[src/rtl/core/sha1bs_pkg.sv]
// ----------------------------------------------------------------------------
// sha1bs_pkg
// Shared types and constants for the byte-stream SHA-1 engine.
// ----------------------------------------------------------------------------
package sha1bs_pkg;

  localparam logic [1:0] CMD_START  = 2'd0;
  localparam logic [1:0] CMD_DATA   = 2'd1;
  localparam logic [1:0] CMD_FINISH = 2'd2;

  localparam int NumWords   = 5;
  localparam int BlockBytes = 64;
  localparam int Rounds     = 80;
  localparam int LenPos     = 60;
  localparam int LastOneBlk = 55;

  localparam logic [31:0] IV0 = 32'h67452301;
  localparam logic [31:0] IV1 = 32'hEFCDAB89;
  localparam logic [31:0] IV2 = 32'h98BADCFE;
  localparam logic [31:0] IV3 = 32'h10325476;
  localparam logic [31:0] IV4 = 32'hC3D2E1F0;

  localparam logic [31:0] K0 = 32'h5A827999;
  localparam logic [31:0] K1 = 32'h6ED9EBA1;
  localparam logic [31:0] K2 = 32'h8F1BBCDC;
  localparam logic [31:0] K3 = 32'hCA62C1D6;

  localparam logic [7:0] PAD_MARK_BYTE = 8'h80;

  typedef struct packed {
    logic [1:0] cmd;
    logic [7:0] byte_value;
  } in_word_t;

  typedef struct packed {
    logic [31:0] digest_word;
    logic [2:0]  word_index;
    logic        last;
    logic        length_error;
  } out_word_t;

  typedef enum logic [2:0] {
    ST_IDLE,
    ST_PAD,
    ST_ROUND,
    ST_FOLD,
    ST_EMIT
  } state_t;

  typedef enum logic [1:0] {
    PAD_MARK,
    PAD_ZERO,
    PAD_LEN
  } pad_sel_t;

  typedef enum logic [1:0] {
    PH_CH,
    PH_PAR1,
    PH_MAJ,
    PH_PAR2
  } phase_t;

  typedef struct packed {
    logic     start;
    logic     take;
    logic     pad_shift;
    pad_sel_t pad_sel;
    logic     round_en;
    phase_t   phase;
    logic     fold;
  } dp_cmd_t;

  typedef struct packed {
    logic [5:0] fill;
    logic       ovf;
  } dp_stat_t;

endpackage

[src/rtl/core/sha1bs_dp.sv]
// ----------------------------------------------------------------------------
// sha1bs_dp
// Datapath: 512-bit block/schedule shift line, working and chain registers,
// byte and bit counters, one SHA-1 round per cycle.
// ----------------------------------------------------------------------------
module sha1bs_dp
  import sha1bs_pkg::*;
(
  input  logic        clk,
  input  logic        rst_n,
  input  dp_cmd_t     cmd,
  input  logic [7:0]  byte_in,
  input  logic [2:0]  rd_idx,
  output dp_stat_t    stat,
  output logic [31:0] digest_word,
  output logic        length_error
);

  logic [511:0] buf_r, buf_nxt;
  logic [31:0]  h_r   [NumWords];
  logic [31:0]  h_nxt [NumWords];
  logic [31:0]  a_r, b_r, c_r, d_r, e_r;
  logic [31:0]  a_nxt, b_nxt, c_nxt, d_nxt, e_nxt;
  logic [5:0]   fill_r, fill_nxt;
  logic [31:0]  bcnt_r, bcnt_nxt;
  logic         ovf_r, ovf_nxt;

  logic [7:0]   pad_byte;
  logic [7:0]   len_byte;
  logic [31:0]  w0, w_mix, w_new, f, k, t;

  always_comb begin
    case (fill_r[1:0])
      2'd0:    len_byte = bcnt_r[31:24];
      2'd1:    len_byte = bcnt_r[23:16];
      2'd2:    len_byte = bcnt_r[15:8];
      default: len_byte = bcnt_r[7:0];
    endcase
    case (cmd.pad_sel)
      PAD_MARK: pad_byte = PAD_MARK_BYTE;
      PAD_LEN:  pad_byte = len_byte;
      default:  pad_byte = 8'd0;
    endcase
  end

  // schedule: word k of the window sits at buf_r[511-32k -: 32]
  assign w0    = buf_r[511:480];
  assign w_mix = buf_r[95:64] ^ buf_r[255:224] ^ buf_r[447:416] ^ w0;
  assign w_new = {w_mix[30:0], w_mix[31]};

  always_comb begin
    case (cmd.phase)
      PH_CH:   begin f = (b_r & c_r) | (~b_r & d_r);              k = K0; end
      PH_PAR1: begin f = b_r ^ c_r ^ d_r;                         k = K1; end
      PH_MAJ:  begin f = (b_r & c_r) | (b_r & d_r) | (c_r & d_r); k = K2; end
      default: begin f = b_r ^ c_r ^ d_r;                         k = K3; end
    endcase
  end

  assign t = {a_r[26:0], a_r[31:27]} + f + e_r + k + w0;

  always_comb begin
    buf_nxt  = buf_r;
    h_nxt    = h_r;
    a_nxt    = a_r;
    b_nxt    = b_r;
    c_nxt    = c_r;
    d_nxt    = d_r;
    e_nxt    = e_r;
    fill_nxt = fill_r;
    bcnt_nxt = bcnt_r;
    ovf_nxt  = ovf_r;
    if (cmd.start) begin
      h_nxt[0] = IV0;
      h_nxt[1] = IV1;
      h_nxt[2] = IV2;
      h_nxt[3] = IV3;
      h_nxt[4] = IV4;
      a_nxt    = IV0;
      b_nxt    = IV1;
      c_nxt    = IV2;
      d_nxt    = IV3;
      e_nxt    = IV4;
      fill_nxt = '0;
      bcnt_nxt = '0;
      ovf_nxt  = 1'b0;
    end else if (cmd.take) begin
      if (!ovf_r) begin
        buf_nxt  = {buf_r[503:0], byte_in};
        fill_nxt = fill_r + 6'd1;
        bcnt_nxt = bcnt_r + 32'd8;
        if (bcnt_nxt == 32'd0) begin
          ovf_nxt = 1'b1;
        end
      end
    end else if (cmd.pad_shift) begin
      buf_nxt  = {buf_r[503:0], pad_byte};
      fill_nxt = fill_r + 6'd1;
    end else if (cmd.round_en) begin
      buf_nxt = {buf_r[479:0], w_new};
      e_nxt   = d_r;
      d_nxt   = c_r;
      c_nxt   = {b_r[1:0], b_r[31:2]};
      b_nxt   = a_r;
      a_nxt   = t;
    end else if (cmd.fold) begin
      h_nxt[0] = h_r[0] + a_r;
      h_nxt[1] = h_r[1] + b_r;
      h_nxt[2] = h_r[2] + c_r;
      h_nxt[3] = h_r[3] + d_r;
      h_nxt[4] = h_r[4] + e_r;
      a_nxt    = h_nxt[0];
      b_nxt    = h_nxt[1];
      c_nxt    = h_nxt[2];
      d_nxt    = h_nxt[3];
      e_nxt    = h_nxt[4];
    end
  end

  always_ff @(posedge clk) begin
    buf_r <= buf_nxt;
  end

  always_ff @(posedge clk) begin
    if (!rst_n) begin
      h_r[0]  <= IV0;
      h_r[1]  <= IV1;
      h_r[2]  <= IV2;
      h_r[3]  <= IV3;
      h_r[4]  <= IV4;
      a_r     <= IV0;
      b_r     <= IV1;
      c_r     <= IV2;
      d_r     <= IV3;
      e_r     <= IV4;
      fill_r  <= '0;
      bcnt_r  <= '0;
      ovf_r   <= 1'b0;
    end else begin
      h_r     <= h_nxt;
      a_r     <= a_nxt;
      b_r     <= b_nxt;
      c_r     <= c_nxt;
      d_r     <= d_nxt;
      e_r     <= e_nxt;
      fill_r  <= fill_nxt;
      bcnt_r  <= bcnt_nxt;
      ovf_r   <= ovf_nxt;
    end
  end

  always_comb begin
    case (rd_idx)
      3'd0:    digest_word = h_r[0];
      3'd1:    digest_word = h_r[1];
      3'd2:    digest_word = h_r[2];
      3'd3:    digest_word = h_r[3];
      default: digest_word = h_r[4];
    endcase
  end

  assign length_error = ovf_r;
  assign stat.fill    = fill_r;
  assign stat.ovf     = ovf_r;

endmodule

[src/rtl/core/sha1bs_ctrl.sv]
// ----------------------------------------------------------------------------
// sha1bs_ctrl
// Controller: command decode, padding sequence, round counter, digest output.
// ----------------------------------------------------------------------------
module sha1bs_ctrl
  import sha1bs_pkg::*;
(
  input  logic       clk,
  input  logic       rst_n,
  input  logic       in_valid,
  input  logic [1:0] in_cmd,
  output logic       in_ready,
  output logic       out_valid,
  input  logic       out_ready,
  output logic [2:0] word_idx,
  output logic       word_last,
  input  dp_stat_t   stat,
  output dp_cmd_t    dp_cmd
);

  localparam logic [6:0] LastRound = 7'(Rounds - 1);
  localparam logic [2:0] LastWord  = 3'(NumWords - 1);
  localparam logic [5:0] LastByte  = 6'(BlockBytes - 1);

  state_t     state_r, state_nxt;
  logic [6:0] round_r, round_nxt;
  logic [2:0] idx_r, idx_nxt;
  logic       fin_r, fin_nxt;
  logic       final_r, final_nxt;
  logic       first_r, first_nxt;
  logic       accept;

  assign accept = in_valid && (state_r == ST_IDLE);

  always_comb begin
    state_nxt = state_r;
    round_nxt = round_r;
    idx_nxt   = idx_r;
    fin_nxt   = fin_r;
    final_nxt = final_r;
    first_nxt = first_r;
    case (state_r)
      ST_IDLE: begin
        if (accept) begin
          if (in_cmd == CMD_DATA) begin
            if (!stat.ovf && stat.fill == LastByte) begin
              state_nxt = ST_ROUND;
              round_nxt = '0;
            end
          end else if (in_cmd == CMD_FINISH) begin
            state_nxt = ST_PAD;
            fin_nxt   = 1'b1;
            first_nxt = 1'b1;
            final_nxt = (stat.fill <= 6'(LastOneBlk));
          end
        end
      end
      ST_PAD: begin
        first_nxt = 1'b0;
        if (stat.fill == LastByte) begin
          state_nxt = ST_ROUND;
          round_nxt = '0;
        end
      end
      ST_ROUND: begin
        round_nxt = round_r + 7'd1;
        if (round_r == LastRound) begin
          state_nxt = ST_FOLD;
        end
      end
      ST_FOLD: begin
        if (!fin_r) begin
          state_nxt = ST_IDLE;
        end else if (final_r) begin
          state_nxt = ST_EMIT;
          idx_nxt   = '0;
        end else begin
          state_nxt = ST_PAD;
          final_nxt = 1'b1;
          first_nxt = 1'b0;
        end
      end
      ST_EMIT: begin
        if (out_ready) begin
          if (idx_r == LastWord) begin
            state_nxt = ST_IDLE;
            fin_nxt   = 1'b0;
          end else begin
            idx_nxt = idx_r + 3'd1;
          end
        end
      end
      default: begin
        state_nxt = ST_IDLE;
      end
    endcase
  end

  always_comb begin
    in_ready         = (state_r == ST_IDLE);
    out_valid        = (state_r == ST_EMIT);
    word_idx         = idx_r;
    word_last        = (idx_r == LastWord);
    dp_cmd.start     = accept && (in_cmd == CMD_START);
    dp_cmd.take      = accept && (in_cmd == CMD_DATA);
    dp_cmd.pad_shift = (state_r == ST_PAD);
    dp_cmd.round_en  = (state_r == ST_ROUND);
    dp_cmd.fold      = (state_r == ST_FOLD);
    if (first_r) begin
      dp_cmd.pad_sel = PAD_MARK;
    end else if (final_r && stat.fill >= 6'(LenPos)) begin
      dp_cmd.pad_sel = PAD_LEN;
    end else begin
      dp_cmd.pad_sel = PAD_ZERO;
    end
    if (round_r < 7'd20) begin
      dp_cmd.phase = PH_CH;
    end else if (round_r < 7'd40) begin
      dp_cmd.phase = PH_PAR1;
    end else if (round_r < 7'd60) begin
      dp_cmd.phase = PH_MAJ;
    end else begin
      dp_cmd.phase = PH_PAR2;
    end
  end

  always_ff @(posedge clk) begin
    if (!rst_n) begin
      state_r <= ST_IDLE;
      round_r <= '0;
      idx_r   <= '0;
      fin_r   <= 1'b0;
      final_r <= 1'b0;
      first_r <= 1'b0;
    end else begin
      state_r <= state_nxt;
      round_r <= round_nxt;
      idx_r   <= idx_nxt;
      fin_r   <= fin_nxt;
      final_r <= final_nxt;
      first_r <= first_nxt;
    end
  end

endmodule

[src/rtl/core/sha1_byte_stream_hash_top.sv]
// ----------------------------------------------------------------------------
// sha1_byte_stream_hash_top
// Byte-serial SHA-1 engine: start / data byte / finish words in, five
// digest words out.
//
//   channel  ports                        word
//   input    in_valid in_ready in_data    cmd, byte_value
//   result   out_valid out_ready out_data digest_word, word_index, last,
//                                         length_error
//
// A data byte is taken while idle; the byte that fills a block is then
// compressed (80 rounds on one round unit, then the chain add).
// Finish: one padding byte per cycle up to the block end, then compression;
// a second padded block when 56 or more bytes are held, then five words.
// Reset is synchronous and loads the initial chain value; no clearing pass.
// in_ready is low while padding, while a block is compressed and while the
// digest is sent; a stalled result word holds until out_ready.
// ----------------------------------------------------------------------------
module sha1_byte_stream_hash_top
  import sha1bs_pkg::*;
(
  input  logic      clk,
  input  logic      rst_n,
  input  logic      in_valid,
  output logic      in_ready,
  input  in_word_t  in_data,
  output logic      out_valid,
  input  logic      out_ready,
  output out_word_t out_data
);

  dp_cmd_t    dp_cmd;
  dp_stat_t   dp_stat;
  logic [2:0] word_idx;
  logic       word_last;
  logic [31:0] digest_word;
  logic       length_error;

  sha1bs_ctrl u_ctrl (
    .clk       (clk),
    .rst_n     (rst_n),
    .in_valid  (in_valid),
    .in_cmd    (in_data.cmd),
    .in_ready  (in_ready),
    .out_valid (out_valid),
    .out_ready (out_ready),
    .word_idx  (word_idx),
    .word_last (word_last),
    .stat      (dp_stat),
    .dp_cmd    (dp_cmd)
  );

  sha1bs_dp u_dp (
    .clk          (clk),
    .rst_n        (rst_n),
    .cmd          (dp_cmd),
    .byte_in      (in_data.byte_value),
    .rd_idx       (word_idx),
    .stat         (dp_stat),
    .digest_word  (digest_word),
    .length_error (length_error)
  );

  assign out_data.digest_word  = digest_word;
  assign out_data.word_index   = word_idx;
  assign out_data.last         = word_last;
  assign out_data.length_error = length_error;

`ifndef SYNTH
  a_no_overlap: assert property (@(posedge clk) disable iff (!rst_n)
    out_valid |-> !in_ready)
    else $error("input taken while digest is sent");

  a_last_ends: assert property (@(posedge clk) disable iff (!rst_n)
    (out_valid && out_ready && out_data.last) |=> !out_valid)
    else $error("digest words continue after last");

  a_idx_step: assert property (@(posedge clk) disable iff (!rst_n)
    (out_valid && out_ready && !out_data.last) |=>
      (out_valid && out_data.word_index == 3'($past(out_data.word_index) + 3'd1)))
    else $error("digest word index did not advance");

  a_block_busy: assert property (@(posedge clk) disable iff (!rst_n)
    (in_valid && in_ready && in_data.cmd == CMD_DATA && !dp_stat.ovf &&
     dp_stat.fill == 6'd63) |=> !in_ready)
    else $error("full block not compressed");
`endif

endmodule
[config.mk]
export PLATFORM = sky130hd
export DESIGN_NAME = sha1_byte_stream_hash_top
export DESIGN_NICKNAME = d
export VERILOG_FILES = /design/src/rtl/core/sha1bs_pkg.sv /design/src/rtl/core/sha1bs_dp.sv /design/src/rtl/core/sha1bs_ctrl.sv /design/src/rtl/core/sha1_byte_stream_hash_top.sv
export SDC_FILE = /design/constraint.sdc
export NUM_CORES = 2
export LEC_CHECK = 0
export BUFFER_PORTS_ARGS = -buffer_cell sky130_fd_sc_hd__buf_2
export CORE_ASPECT_RATIO = 1.5
export CORE_MARGIN = 5
export CORE_UTILIZATION = 60
export DETAILED_ROUTE_END_ITERATION = 16
export HOLD_SLACK_MARGIN = 0.05
export PLACE_DENSITY = 0.76
export SLEW_MARGIN = 20
export SYNTH_ARGS = -nofsm -noshare
export SYNTH_HDL_FRONTEND = slang
export SYNTH_HIERARCHICAL = 1
export SYNTH_SLANG_ARGS = --single-unit
[constraint.sdc]
create_clock -name clk -period 129.9 [get_ports clk]
set_clock_uncertainty 0.2 [all_clocks]
set_input_delay 12.99 -clock clk [delete_from_list [all_inputs] [get_ports clk]]
set_output_delay 12.99 -clock clk [all_outputs]
set_load 0.1 [all_outputs]
==> results_dict.tcl <==
set metrics [dict create \
    nets 6129 \
    synth_cells 5921 \
    ioPinCount 53 \
    yosysSeqAreaShare_pct 43.9 \
    max_stage_delay_ns 0.88 \
    fin_hold_ws_ns 0.276 \
    wl_mm 140 \
    synth_commonest_cells "nand2_1, edfxtp_1, dfxtp_1, inv_1, a21oi_1" \
    crit_path_start "in_data[8]" \
    gp_congestion 0.934 \
    finish.utilization_pct 64.7 \
    yosys_register_bits 884 \
    overflow 0 \
    critPathKind "in2reg" \
    drc 0 \
    avgSynthCellArea_um2 8.78 \
    final_max_slew_viol_count 0 \
    dp_hpwl_mm 97.1 \
    die_h_um 371 \
    setup_viol 0 \
    rsz0062_at_grt "false" \
    timing.rr.start "u_ctrl/round_r[5]" \
    power_frac_clock_pct 37.5 \
    grt_start_max_net_pins 250 \
    grt_pass1_vias 40900 \
    cellLeakagePower_nw 23.8 \
    p_comb_share_pct 14.3 \
    syn_nets 6263 \
    async_reset_ff_share_pct 0 \
    htreeDepth 3 \
    cp_cell_sequence "buf_2 -> nor2b_1 -> and3_1 -> nor2_4 -> a221oi_4 -> buf_12 -> buf_4 -> buf_4" \
    n_antenna_cell 0 \
    slew_headroom_pct 22.5 \
    cp-start-kind "input port" \
    yosys_warnings 6 \
    hold_path.class "reg2reg" \
    tritoncts "done" \
    cts_buffers 86 \
    initial_core_util_pct 60.3 \
    die-area_um2 92800 \
    clk_latency_ns 0.69 \
    power_frac_seq_pct 48.2 \
    ant_nets 0 \
    synthDominantCellAreaShare_pct 29.6 \
    dp.cells 6838 \
    synth_cell_type_count 92 \
    crit_top_cell "buf_4" \
    root_buffer "clkbuf_16" \
    ys.flop_type "edfxtp_1" \
    power.density_nw_per_um2 12.6 \
    path_clk_slew_ns 0.06 \
    period_minus_slack_ns 17.54 \
    end_kind "flop" \
    clkSinkCount 884 \
    tightest_slew_ns 1.16 \
    grt_util_all_layers_pct 29.3 \
    num_rows 132 \
    cts-hold-fix-buffers 0 \
    port_buffers 52 \
    max-vdd-ir-drop_mv 0.0131 \
    core_um2 86200 \
    drive_gt1_share_pct 5.67 \
    grt_pass1_wl_mm 219 \
    via_count 42000 \
    die_x_um 250 \
    via_per_inst 6.00 \
    synth_edf_count 512 \
    finalHoldViolations 0 \
    cts_buffer_depth 3 \
    final_cells 6999 \
    crit_fanout 177 \
    synth_top_area_cell "edfxtp_1" \
    required_ns 129.99 \
    postCtsSetupBuffers 0 \
    arrival_ns 17.63 \
    p_int_uw 507 \
    swShare_pct 27.7 \
    drtIter0Drc 3994 \
    synth.most_common_cell "nand2_1" \
    drv_cap 0 \
    switchingPower_uw 194 \
    min_from "u_dp/h_r[9]" \
    tns_ns 0 \
    max_freq_mhz 57.0 \
    netlist_area_um2 52000 \
    ctsResizeCount 0 \
    post_drt_wl_per_cell_um 20.0 \
    fin_crit_sh_pct 13.5 \
    synth.area.top_cells "edfxtp_1, dfxtp_1, nand2_1, ha_1, fa_1" \
    cpMaxStageDelayCell "buf_4" \
    area_growth_pct 7.33 \
    drtPass1Iterations 6 \
    antenna_found_initial 0 \
    outcome "finished clean" \
]
[final timing paths]
kind                     end  slack [ns]  cells after the start
min              u_dp/h_r[9]        0.28                      2
max          u_dp/buf_r[311]      112.36                      8
min reg2reg      u_dp/h_r[9]        0.28                      2
max reg2reg     u_dp/a_r[31]      121.84                     26
[layout make-up]
type	instances	area [um^2]
Clock buffer	116	2420
Clock inverter	45	494
Fill cell	6988	30400
Inverter	353	1330
Multi-Input combinational cell	4377	26700
Sequential cell	884	22800
Tap cell	1139	1430
Timing Repair Buffer	85	571
[cell usage in the layout, fill, tap and decap left out, types with 33 or more instances in the layout]
cell,n
a21o_1,97
a31oi_1,33
buf_2,52
inv_1,350
xor2_1,98
a21oi_1,324
mux2_2,33
nand2_1,1848
nand4_1,33
o21a_1,34
xnor2_1,198
nor3_1,42
o21ai_0,290
fa_1,125
edfxtp_1,512
dfxtp_1,369
o211ai_1,102
nor2_1,288
mux2i_1,34
clkbuf_16,89
nand2b_1,35
ha_1,203
nand3_1,78
a211oi_1,81
[worst max-delay path, delay by kind of cell]
family	cells	cell delay, ns
simple gates	3	0.94
buf+inv	4	2.52
compound gates	1	0.84
[per-stage QoR]
step	total power, mW	setup WS [ns]	instance area (um^2)
global placement	0.440	111.80	52900
detailed placement	0.443	111.71	52900
CTS	0.705	112.43	55800
finish	0.701	112.36	55800
floorplan	0.437	76.53	52000
global route	0.730	112.08	55800
[per-layer routing]
layer / global-route usage (%) / vias to the layer above / routed length [um]
met5: 0 / - / 0
met1: 34.9 / 20200 / 52800
li1: - / 19900 / -
met3: 3.68 / 393 / 8360
met4: 17.4 / 0 / 9430
met2: 51.0 / 1479 / 69400
[registers in the layout (all words and copies together) (netlist names), 6 cells and up]
register,cells
u_dp/buf_r,512
u_dp/b_r,32
u_dp/d_r,32
u_dp/fill_r,6
u_ctrl/round_r,7
u_dp/a_r,32
u_dp/h_r,160
u_dp/c_r,32
u_dp/e_r,32
u_dp/bcnt_r,29
[kinds of logic after synthesis]
kind of cell / after synthesis / synth area share [%]
compound gates: 1180 / 14.4
buf+inv: 660 / 4.85
fa+ha+maj: 329 / 9.72
xor+xnor: 297 / 5.03
flops: 884 / 43.9
mux: 99 / 2.76
simple gates: 2472 / 19.3
[power groups by stage]
stage	logic (mW)	clock network [mW]	registers, mW
6_report	0.100	0.263	0.338
5_1_grt	0.112	0.278	0.340
4_1_cts	0.100	0.266	0.338
3_5_place_dp	0.0994	0	0.344
3_3_place_gp	0.0967	0	0.344
2_1_floorplan	0.0748	0	0.363
No activity file was read; power rests on OpenSTA's default activity.
